--- src/hw/rtl/fira_pkg.sv ---
package fira_pkg;

    localparam int MAX_RANGES_DEF   = 16;
    localparam int NUMBER_WIDTH_DEF = 32;
    localparam int FIELD_W          = 32;

    localparam logic [1:0] ACT_TAKE    = 2'd0;
    localparam logic [1:0] ACT_EXCLUDE = 2'd1;
    localparam logic [1:0] ACT_ADD     = 2'd2;
    localparam logic [1:0] ACT_SPARE   = 2'd3;

    localparam logic CFG_FIRST = 1'b0;
    localparam logic CFG_LAST  = 1'b1;

    typedef enum logic [2:0] {
        ST_IDLE,
        ST_RD,
        ST_A,
        ST_B,
        ST_FIN,
        ST_FL,
        ST_DONE
    } t_state;

endpackage

--- src/hw/rtl/fira_ram.sv ---
module fira_ram #(
    parameter int W = 64,
    parameter int D = 32
) (
    input  logic                 i_clk,
    input  logic                 i_we,
    input  logic [$clog2(D)-1:0] i_waddr,
    input  logic [W-1:0]         i_wdata,
    input  logic [$clog2(D)-1:0] i_raddr,
    output logic [W-1:0]         o_rdata
);
    logic [W-1:0] r_mem [D];

    always_ff @(posedge i_clk) begin
        if (i_we) begin
            r_mem[i_waddr] <= i_wdata;
        end
        o_rdata <= r_mem[i_raddr];
    end
endmodule

--- src/hw/rtl/free_id_range_allocator.sv ---
// Free number range allocator. The pool of free numbers is held as a sorted
// table of disjoint, non-touching ranges in a ping-pong RAM (two banks in one
// RAM, each of MAX_RANGES rounded up to a power of two entries). Each operation
// streams the live bank through a single merge/append unit and builds the new
// table in the other bank; the banks swap only if the new table fits, so a
// refused operation (status 1) leaves the pool untouched. An item reads (RD),
// passes each stored range through the shared merge unit in two phases (A, B),
// appends an add that lands after the last range (FIN), commits (FL) and
// returns its result. With an empty pool there is nothing to read: an exclude
// goes straight to the commit and an add appends first. Take with an empty
// pool, reversed ranges and the unused action code skip the table. The input is
// not ready while an item is in work; one result register holds the finished
// result so the next transfer can be taken. Writing first_number or last_number
// reloads the pool with the one range between them (empty if reversed).
// No clearing pass is needed after reset.
module free_id_range_allocator #(
    parameter int MAX_RANGES   = fira_pkg::MAX_RANGES_DEF,
    parameter int NUMBER_WIDTH = fira_pkg::NUMBER_WIDTH_DEF
) (
    input  logic        i_clk,
    input  logic        i_rst_n,
    // action[1:0], range_start[33:2], range_end[65:34], zero pad
    input  logic [71:0] s_axis_tdata,
    input  logic        s_axis_tvalid,
    output logic        s_axis_tready,
    // taken_number[31:0], taken_valid[32], pool_empty[33], status[34], pad
    output logic [39:0] m_axis_tdata,
    output logic        m_axis_tvalid,
    input  logic        m_axis_tready,
    input  logic        i_cfg_we,
    input  logic        i_cfg_idx,
    input  logic [31:0] i_cfg_wdata
);
    localparam int NW   = NUMBER_WIDTH;
    localparam int AW   = (MAX_RANGES > 1) ? $clog2(MAX_RANGES) : 1;
    localparam int CW   = $clog2(MAX_RANGES + 2);
    localparam int FW   = fira_pkg::FIELD_W;
    localparam logic [CW-1:0] CMAX  = CW'(MAX_RANGES);
    localparam logic [CW-1:0] CMAX1 = CW'(MAX_RANGES + 1);

    fira_pkg::t_state r_state, n_state;

    logic [NW-1:0] r_first, r_last, n_first, n_last;
    logic [NW-1:0] cfg_val, init_lo;
    logic [CW-1:0] r_cnt, n_cnt;
    logic          r_init, n_init;
    logic          r_bank, n_bank;
    logic [AW-1:0] r_i, n_i;
    logic [1:0]    r_act, n_act;
    logic [NW-1:0] r_rs, n_rs, r_re, n_re;
    logic [NW-1:0] r_ts, n_ts, r_te, n_te;
    logic          r_tv, n_tv, r_placed, n_placed;
    logic [CW-1:0] r_oc, n_oc;
    logic [NW-1:0] r_taken, n_taken;
    logic          r_tvld, n_tvld, r_stat, n_stat;
    logic          r_ov, n_ov;
    logic [34:0]   r_od, n_od;

    logic [NW-1:0] in_rs, in_re, ent_s, ent_e, c_s, c_e;
    logic          c_v, mrg;
    logic          we;
    logic [AW:0]   waddr, raddr;
    logic [2*NW-1:0] rdata;
    logic [CW-1:0] i_next;

    // transfer fields
    assign in_rs = (NW'(s_axis_tdata[33:2]) == '0) ? NW'(1) : NW'(s_axis_tdata[33:2]);
    assign in_re = NW'(s_axis_tdata[65:34]);
    assign cfg_val = NW'(i_cfg_wdata);
    assign init_lo = (r_first == '0) ? NW'(1) : r_first;

    fira_ram #(.W(2 * NW), .D(2 * (1 << AW))) u_ram (
        .i_clk  (i_clk),
        .i_we   (we),
        .i_waddr(waddr),
        .i_wdata({r_te, r_ts}),
        .i_raddr(raddr),
        .o_rdata(rdata)
    );

    // entry zero comes from the registers until the first commit
    always_comb begin
        if (r_init && r_i == '0) begin
            ent_s = init_lo;
            ent_e = r_last;
        end else begin
            ent_s = rdata[NW-1:0];
            ent_e = rdata[2*NW-1:NW];
        end
    end

    assign i_next = CW'(r_i) + CW'(1);

    always_comb begin
        n_state  = r_state;
        n_i      = r_i;
        n_act    = r_act;
        n_rs     = r_rs;
        n_re     = r_re;
        n_ts     = r_ts;
        n_te     = r_te;
        n_tv     = r_tv;
        n_placed = r_placed;
        n_oc     = r_oc;
        n_taken  = r_taken;
        n_tvld   = r_tvld;
        n_stat   = r_stat;
        n_cnt    = r_cnt;
        n_bank   = r_bank;
        n_init   = r_init;
        n_ov     = r_ov;
        n_od     = r_od;
        c_v      = 1'b0;
        c_s      = ent_s;
        c_e      = ent_e;
        we       = 1'b0;
        raddr    = {r_bank, r_i};
        waddr    = {~r_bank, AW'(r_oc - CW'(1))};
        s_axis_tready = (r_state == fira_pkg::ST_IDLE);

        if (m_axis_tvalid && m_axis_tready) begin
            n_ov = 1'b0;
        end

        case (r_state)
            fira_pkg::ST_IDLE: begin
                if (s_axis_tvalid) begin
                    n_act    = s_axis_tdata[1:0];
                    n_rs     = in_rs;
                    n_re     = in_re;
                    n_i      = '0;
                    n_tv     = 1'b0;
                    n_oc     = '0;
                    n_placed = 1'b0;
                    n_taken  = '0;
                    n_tvld   = 1'b0;
                    n_stat   = 1'b0;
                    n_state  = fira_pkg::ST_DONE;
                    if ((s_axis_tdata[1:0] == fira_pkg::ACT_TAKE && r_cnt != '0)
                        || ((s_axis_tdata[1:0] inside {fira_pkg::ACT_EXCLUDE,
                                                       fira_pkg::ACT_ADD})
                            && in_rs <= in_re)) begin
                        if (r_cnt != '0) begin
                            n_state = fira_pkg::ST_RD;
                        end else if (s_axis_tdata[1:0] == fira_pkg::ACT_ADD) begin
                            n_state = fira_pkg::ST_FIN;
                        end else begin
                            n_state = fira_pkg::ST_FL;
                        end
                    end
                end
            end
            fira_pkg::ST_RD: begin
                n_state = fira_pkg::ST_A;
            end
            fira_pkg::ST_A: begin
                case (r_act)
                    fira_pkg::ACT_TAKE: begin
                        if (r_i == '0) begin
                            n_taken = ent_s;
                            n_tvld  = 1'b1;
                            c_v     = (ent_s != ent_e);
                            c_s     = ent_s + NW'(1);
                        end else begin
                            c_v = 1'b1;
                        end
                    end
                    fira_pkg::ACT_EXCLUDE: begin
                        c_v = (ent_s < r_rs);
                        c_e = (ent_e < r_rs) ? ent_e : r_rs - NW'(1);
                    end
                    default: begin
                        if (!r_placed && ent_s >= r_rs) begin
                            c_v      = 1'b1;
                            c_s      = r_rs;
                            c_e      = r_re;
                            n_placed = 1'b1;
                        end
                    end
                endcase
                n_state = fira_pkg::ST_B;
            end
            fira_pkg::ST_B: begin
                case (r_act)
                    fira_pkg::ACT_EXCLUDE: begin
                        c_v = (ent_e > r_re);
                        c_s = (ent_s > r_re) ? ent_s : r_re + NW'(1);
                    end
                    fira_pkg::ACT_ADD: begin
                        c_v = 1'b1;
                    end
                    default: c_v = 1'b0;
                endcase
                raddr = {r_bank, AW'(i_next)};
                if (i_next < r_cnt) begin
                    n_i     = AW'(i_next);
                    n_state = fira_pkg::ST_A;
                end else if (r_act == fira_pkg::ACT_ADD && !r_placed) begin
                    n_state = fira_pkg::ST_FIN;
                end else begin
                    n_state = fira_pkg::ST_FL;
                end
            end
            fira_pkg::ST_FIN: begin
                c_v     = 1'b1;
                c_s     = r_rs;
                c_e     = r_re;
                n_state = fira_pkg::ST_FL;
            end
            fira_pkg::ST_FL: begin
                we = r_tv && (r_oc <= CMAX);
                if (r_oc <= CMAX) begin
                    n_bank = ~r_bank;
                    n_cnt  = r_oc;
                    n_init = 1'b0;
                end else begin
                    n_stat = 1'b1;
                end
                n_state = fira_pkg::ST_DONE;
            end
            fira_pkg::ST_DONE: begin
                if (!r_ov || m_axis_tready) begin
                    n_ov    = 1'b1;
                    n_od    = {r_stat, (r_cnt == '0), r_tvld, FW'(r_taken)};
                    n_state = fira_pkg::ST_IDLE;
                end
            end
            default: n_state = fira_pkg::ST_IDLE;
        endcase

        // shared merge/append unit: tail entry stays in registers
        mrg = r_tv && (c_s - NW'(1) <= r_te);
        if (c_v) begin
            if (mrg) begin
                if (c_e > r_te) begin
                    n_te = c_e;
                end
            end else begin
                we   = r_tv && (r_oc <= CMAX);
                n_ts = c_s;
                n_te = c_e;
                n_tv = 1'b1;
                n_oc = (r_oc == CMAX1) ? r_oc : r_oc + CW'(1);
            end
        end

        // configuration reloads the pool
        n_first = r_first;
        n_last  = r_last;
        if (i_cfg_we) begin
            if (i_cfg_idx == fira_pkg::CFG_FIRST) begin
                n_first = cfg_val;
            end else begin
                n_last = cfg_val;
            end
        end
    end

    always_ff @(posedge i_clk) begin
        if (!i_rst_n) begin
            r_state <= fira_pkg::ST_IDLE;
            r_first <= NW'(1);
            r_last  <= NW'(32'hFFFF_FFFF);
            r_cnt   <= CW'(1);
            r_init  <= 1'b1;
            r_bank  <= 1'b0;
            r_ov    <= 1'b0;
            r_tv    <= 1'b0;
            r_oc    <= '0;
        end else begin
            r_state <= n_state;
            r_first <= n_first;
            r_last  <= n_last;
            r_bank  <= n_bank;
            r_ov    <= n_ov;
            r_tv    <= n_tv;
            r_oc    <= n_oc;
            if (i_cfg_we) begin
                r_init <= 1'b1;
                r_cnt  <= ((n_first == '0 ? NW'(1) : n_first) <= n_last) ? CW'(1) : '0;
            end else begin
                r_init <= n_init;
                r_cnt  <= n_cnt;
            end
        end
    end

    always_ff @(posedge i_clk) begin
        r_i      <= n_i;
        r_act    <= n_act;
        r_rs     <= n_rs;
        r_re     <= n_re;
        r_ts     <= n_ts;
        r_te     <= n_te;
        r_placed <= n_placed;
        r_taken  <= n_taken;
        r_tvld   <= n_tvld;
        r_stat   <= n_stat;
        r_od     <= n_od;
    end

    assign m_axis_tvalid = r_ov;
    assign m_axis_tdata  = {5'b0, r_od};

    a_no_write_idle: assert property (@(posedge i_clk) disable iff (!i_rst_n)
        r_state == fira_pkg::ST_IDLE |-> !we)
        else $error("table write while idle");
    a_cnt_fits: assert property (@(posedge i_clk) disable iff (!i_rst_n)
        r_cnt <= CMAX)
        else $error("range count above capacity");
    a_bank_swap: assert property (@(posedge i_clk) disable iff (!i_rst_n)
        r_bank != $past(r_bank) |-> $past(r_state) == fira_pkg::ST_FL)
        else $error("bank swap outside commit");
    a_oc_sat: assert property (@(posedge i_clk) disable iff (!i_rst_n)
        r_oc <= CMAX1)
        else $error("build count overrun");
endmodule
--- config.mk ---
export PLATFORM = sky130hd
export DESIGN_NAME = free_id_range_allocator
export DESIGN_NICKNAME = d
export VERILOG_FILES = /design/src/hw/rtl/fira_pkg.sv /design/src/hw/rtl/fira_ram.sv /design/src/hw/rtl/free_id_range_allocator.sv
export SDC_FILE = /design/constraint.sdc
export NUM_CORES = 2
export LEC_CHECK = 0
export ABC_AREA = 1
export BUFFER_PORTS_ARGS = -buffer_cell sky130_fd_sc_hd__buf_4
export CAP_MARGIN = 5
export CORE_ASPECT_RATIO = 1.25
export CORE_MARGIN = 2
export CORE_UTILIZATION = 60
export CTS_BUF_LIST = sky130_fd_sc_hd__clkbuf_2
export CTS_CLUSTER_SIZE = 24
export DETAILED_ROUTE_END_ITERATION = 8
export PLACE_DENSITY = 0.78
export SYNTH_ARGS = -nofsm -noshare
export SYNTH_HDL_FRONTEND = slang
export SYNTH_HIERARCHICAL = 1
export SYNTH_SLANG_ARGS = --single-unit
--- constraint.sdc ---
create_clock -name i_clk -period 12.5 [get_ports i_clk]
set_clock_uncertainty 0.15 [all_clocks]
set_input_delay 3.125 -clock i_clk [delete_from_list [all_inputs] [get_ports i_clk]]
set_output_delay 3.125 -clock i_clk [all_outputs]
set_load 0.03 [all_outputs]
==> key figures <==
Synth
  – Post-synthesis compound-gate area fraction: ~3.2%
  – Cell count after synthesis: 10380
  – Flops & latches, synth: between 2000 and 2500
  – XOR/XNOR Fraction of Synth Area: less than 1%
  – Dominant cells by area after synthesis: edfxtp_1, nand2_1, nand3_1, ha_1, dfxtp_1
  – Dominant synthesized flop cell: edfxtp_1
  – Simple-Gate Fraction of Synth Area: 23.71%
  – Async SR Flop Fraction: 0%
  – Adder-Cell Fraction of Synth Area: under 10%
  – Post-synth EDFFs: ~2300
  – Area leader, netlist: edfxtp_1
  – Unique masters post-synth: 66
  – Sequential area share after synthesis: about 65%
  – Avg Inst Size Synth: between 10 and 15 um^2
  – Top-count cell post-synth: nand2_1
  – Post-synthesis mux area share: 0%
  – Mapped Area: between 100000 and 150000 um^2
  – Area share of the largest cell type after synthesis: between 60 and 70%
  – Main combinational cell family by area after synthesis: simple AND/OR/NAND/NOR gates
  – Synth top cells by count: nand2_1, edfxtp_1, nand3_1
  – Synth Warn #: 6

Drt
  – Iter 0 DRT Violations: 10670
  – Via/cell ratio: about 6.2
  – WL per Instance: 25.35 um
  – DR pass1 iterations: 6
  – Antenna-violating nets left: 0
  – Vias: between 80000 and 90000
  – Final WL: ~340 mm
  – DRC Markers: 0

Placement
  – Dpl cells: ~13000
  – Placer congestion estimate: between 1 and 1.5
  – Setup slack at placement: 1.366 ns
  – DP Area: approximately 110000 um^2
  – Half-perimeter wire length after placement: roughly 210 mm
  – Buffers on Ports: 140

Clock tree
  – CTS resizes: 0
  – Cts bufs inserted: between 500 and 600
  – Worst skew pair latency: between 1.5 and 2 ns
  – Htree depth: 6
  – CTS sink cnt: 2397
  – Max clock buf depth: 4
  – Clock slew at reported path FFs: approximately 0.11 ns
  – Clock root buffer master: clkbuf_2
  – CTS tree: yes
  – Hold_buf cts: 0
  – Post-CTS Setup Repair Bufs: 0

Flow run
  – Maxcap violations: 0

Worst setup path
  – Most common cell type on the critical path: nand2_1
  – Slowest CP cell: buf_4
  – Startpoint class of the critical path: flip-flop
  – CP Data Required Time: around 14 ns
  – Critical setup path kind: reg -> reg
  – WP data arrival: around 13 ns
  – CP max stage delay: around 0.75 ns
  – Maximum fanout along the worst path: 45
  – Setup crit end kind: flip-flop

Die
  – Starting Density: between 60% and 70%
  – Top Ports: ~150
  – Core Region: around 180000 um^2
  – Die H: 479.2 um
  – Die width: 384.1 um
  – Die ar.: 184100 um^2
  – Row cnt: roughly 170

Cells and area
  – Utilization after layout: 64.94%
  – Finished Layout Cells: approximately 13000
  – Fraction of layout instances using a drive strength above 1: around an eighth
  – Nets@finish: ~11000
  – Layout area overhead: 7.614%
  – Fillers: 13740
  – Final design area excluding fillers: around 120000 um^2

Pwr
  – Pwr Density: between 200 and 250 nW/um^2
  – Total power: approximately 28 mW
  – Leakage power: roughly 46 nW
  – VDD IR max: about 240 uV

Global route
  – Global-route wire length before repair: approximately 500 mm
  – GRT overflow: 0
  – Largest net degree at the start of global routing: ~210
  – Initial antenna violation count: 15
  – Vias in the first global route: 79320
  – Total GRT Usage: between 30 and 40%

Timing
  – Slew Viols, Final: 0
  – RSZ-0062 raised after global routing: no
  – Final hold viol count: 0
  – Max Clk Rate: about 90 MHz
  – Fin crit period: about 11 ns
  – Worst slew margin: under 10%
  – # setup viols final: 0
  – TNS Setup: 0 ns
  – PnR worst setup slack: 1.204 ns
  – Min Hold Slack: 0.1893 ns
  – Period utilisation layout: about 90%
  – Worst-Margin Slew: between 1 and 1.5 ns

Worst hold path
  – Worst hold path class: reg -> reg

Status
  – Status: completed
area by class of cell:
| class | instances | area, um^2 | share of cell area (%) |
|---|---|---|---|
| antenna | 20 | 50.05 | 0.04291 |
| clock buffer | 828 | 4144 | 3.553 |
| clock inverter | 131 | 810.8 | 0.6951 |
| inverter | 512 | 1961 | 1.681 |
| multi-input combinational | 6896 | 33470 | 28.70 |
| sequential | 2397 | 70530 | 60.47 |
| tap | 2376 | 2973 | 2.549 |
| timing repair buffer | 322 | 2693 | 2.309 |
cell usage in the layout, fill, tap and decap left out, types with 27 or more instances in the layout:
cell type	count
inv_2	32
a21oi_1	212
nand4_1	89
ha_1	271
nor2_4	44
buf_4	300
edfxtp_1	2252
o21ai_0	234
nor2_2	28
nand3_1	2040
nor2_1	372
clkbuf_2	828
nand2_1	3244
nor3_1	39
clkinv_1	104
dfxtp_1	144
xor2_1	58
inv_1	477
nand2_2	27
per-layer routing:
metal  GRT usage (%)  vias up  part of all wire [%]
met5               0        -                 0.074
met4           22.62       12                   6.5
met2           57.47     5488                    47
met1           46.91    39310                    36
met3           7.784     1157                    11
li1                -    36970                     -
power by group:
part / internal [mW] / switching [mW] / leakage, nW
Sequential: 10.4 / 1.01 / 21.5
Clock: 1.98 / 3.03 / 3.82
Combinational: 2.95 / 8.49 / 20.2
Total: 15.3 / 12.5 / 45.5
flip-flops by register name (all words and copies together) (netlist names), 2 cells and up:
register,count
r_last,32
r_oc,5
r_re,32
r_taken,32
r_i,4
r_rs,32
r_od,35
u_ram/r_mem,2048
r_act,2
r_te,32
r_first,32
r_cnt,5
r_ts,32
r_state,3
u_ram/o_rdata,64
logic make-up (layout without fill, tap and decap cells):
logic type	Yosys count	count (layout)
fa+ha+maj	273	273
buf+inv	1093	1793
other cells	1	25
xor+xnor	67	67
compound gates	597	597
flops	2397	2397
simple gates	5954	5954
final timing paths:
path / start / to / slack, ns / cells after the start
worst max register to register: r_i[0] / u_ram/r_mem[26][35] / 1.20 / 41
worst max-delay path: r_i[0] / u_ram/r_mem[26][35] / 1.20 / 41
worst min register to register: r_taken[27] / r_od[27] / 0.19 / 0
worst min-delay path: r_taken[27] / r_od[27] / 0.19 / 0
worst max-delay path, delay by kind of cell (launching register included):
kind                     cells  cell delay, ns
AO/OA/AOI/OAI                2            0.65
adder cells (fa/ha/maj)      4            1.38
buffers and inverters        5            1.42
flip-flops                   1            0.56
AND/OR/NAND/NOR             30            6.55
(Power assumes the default switching activity.)
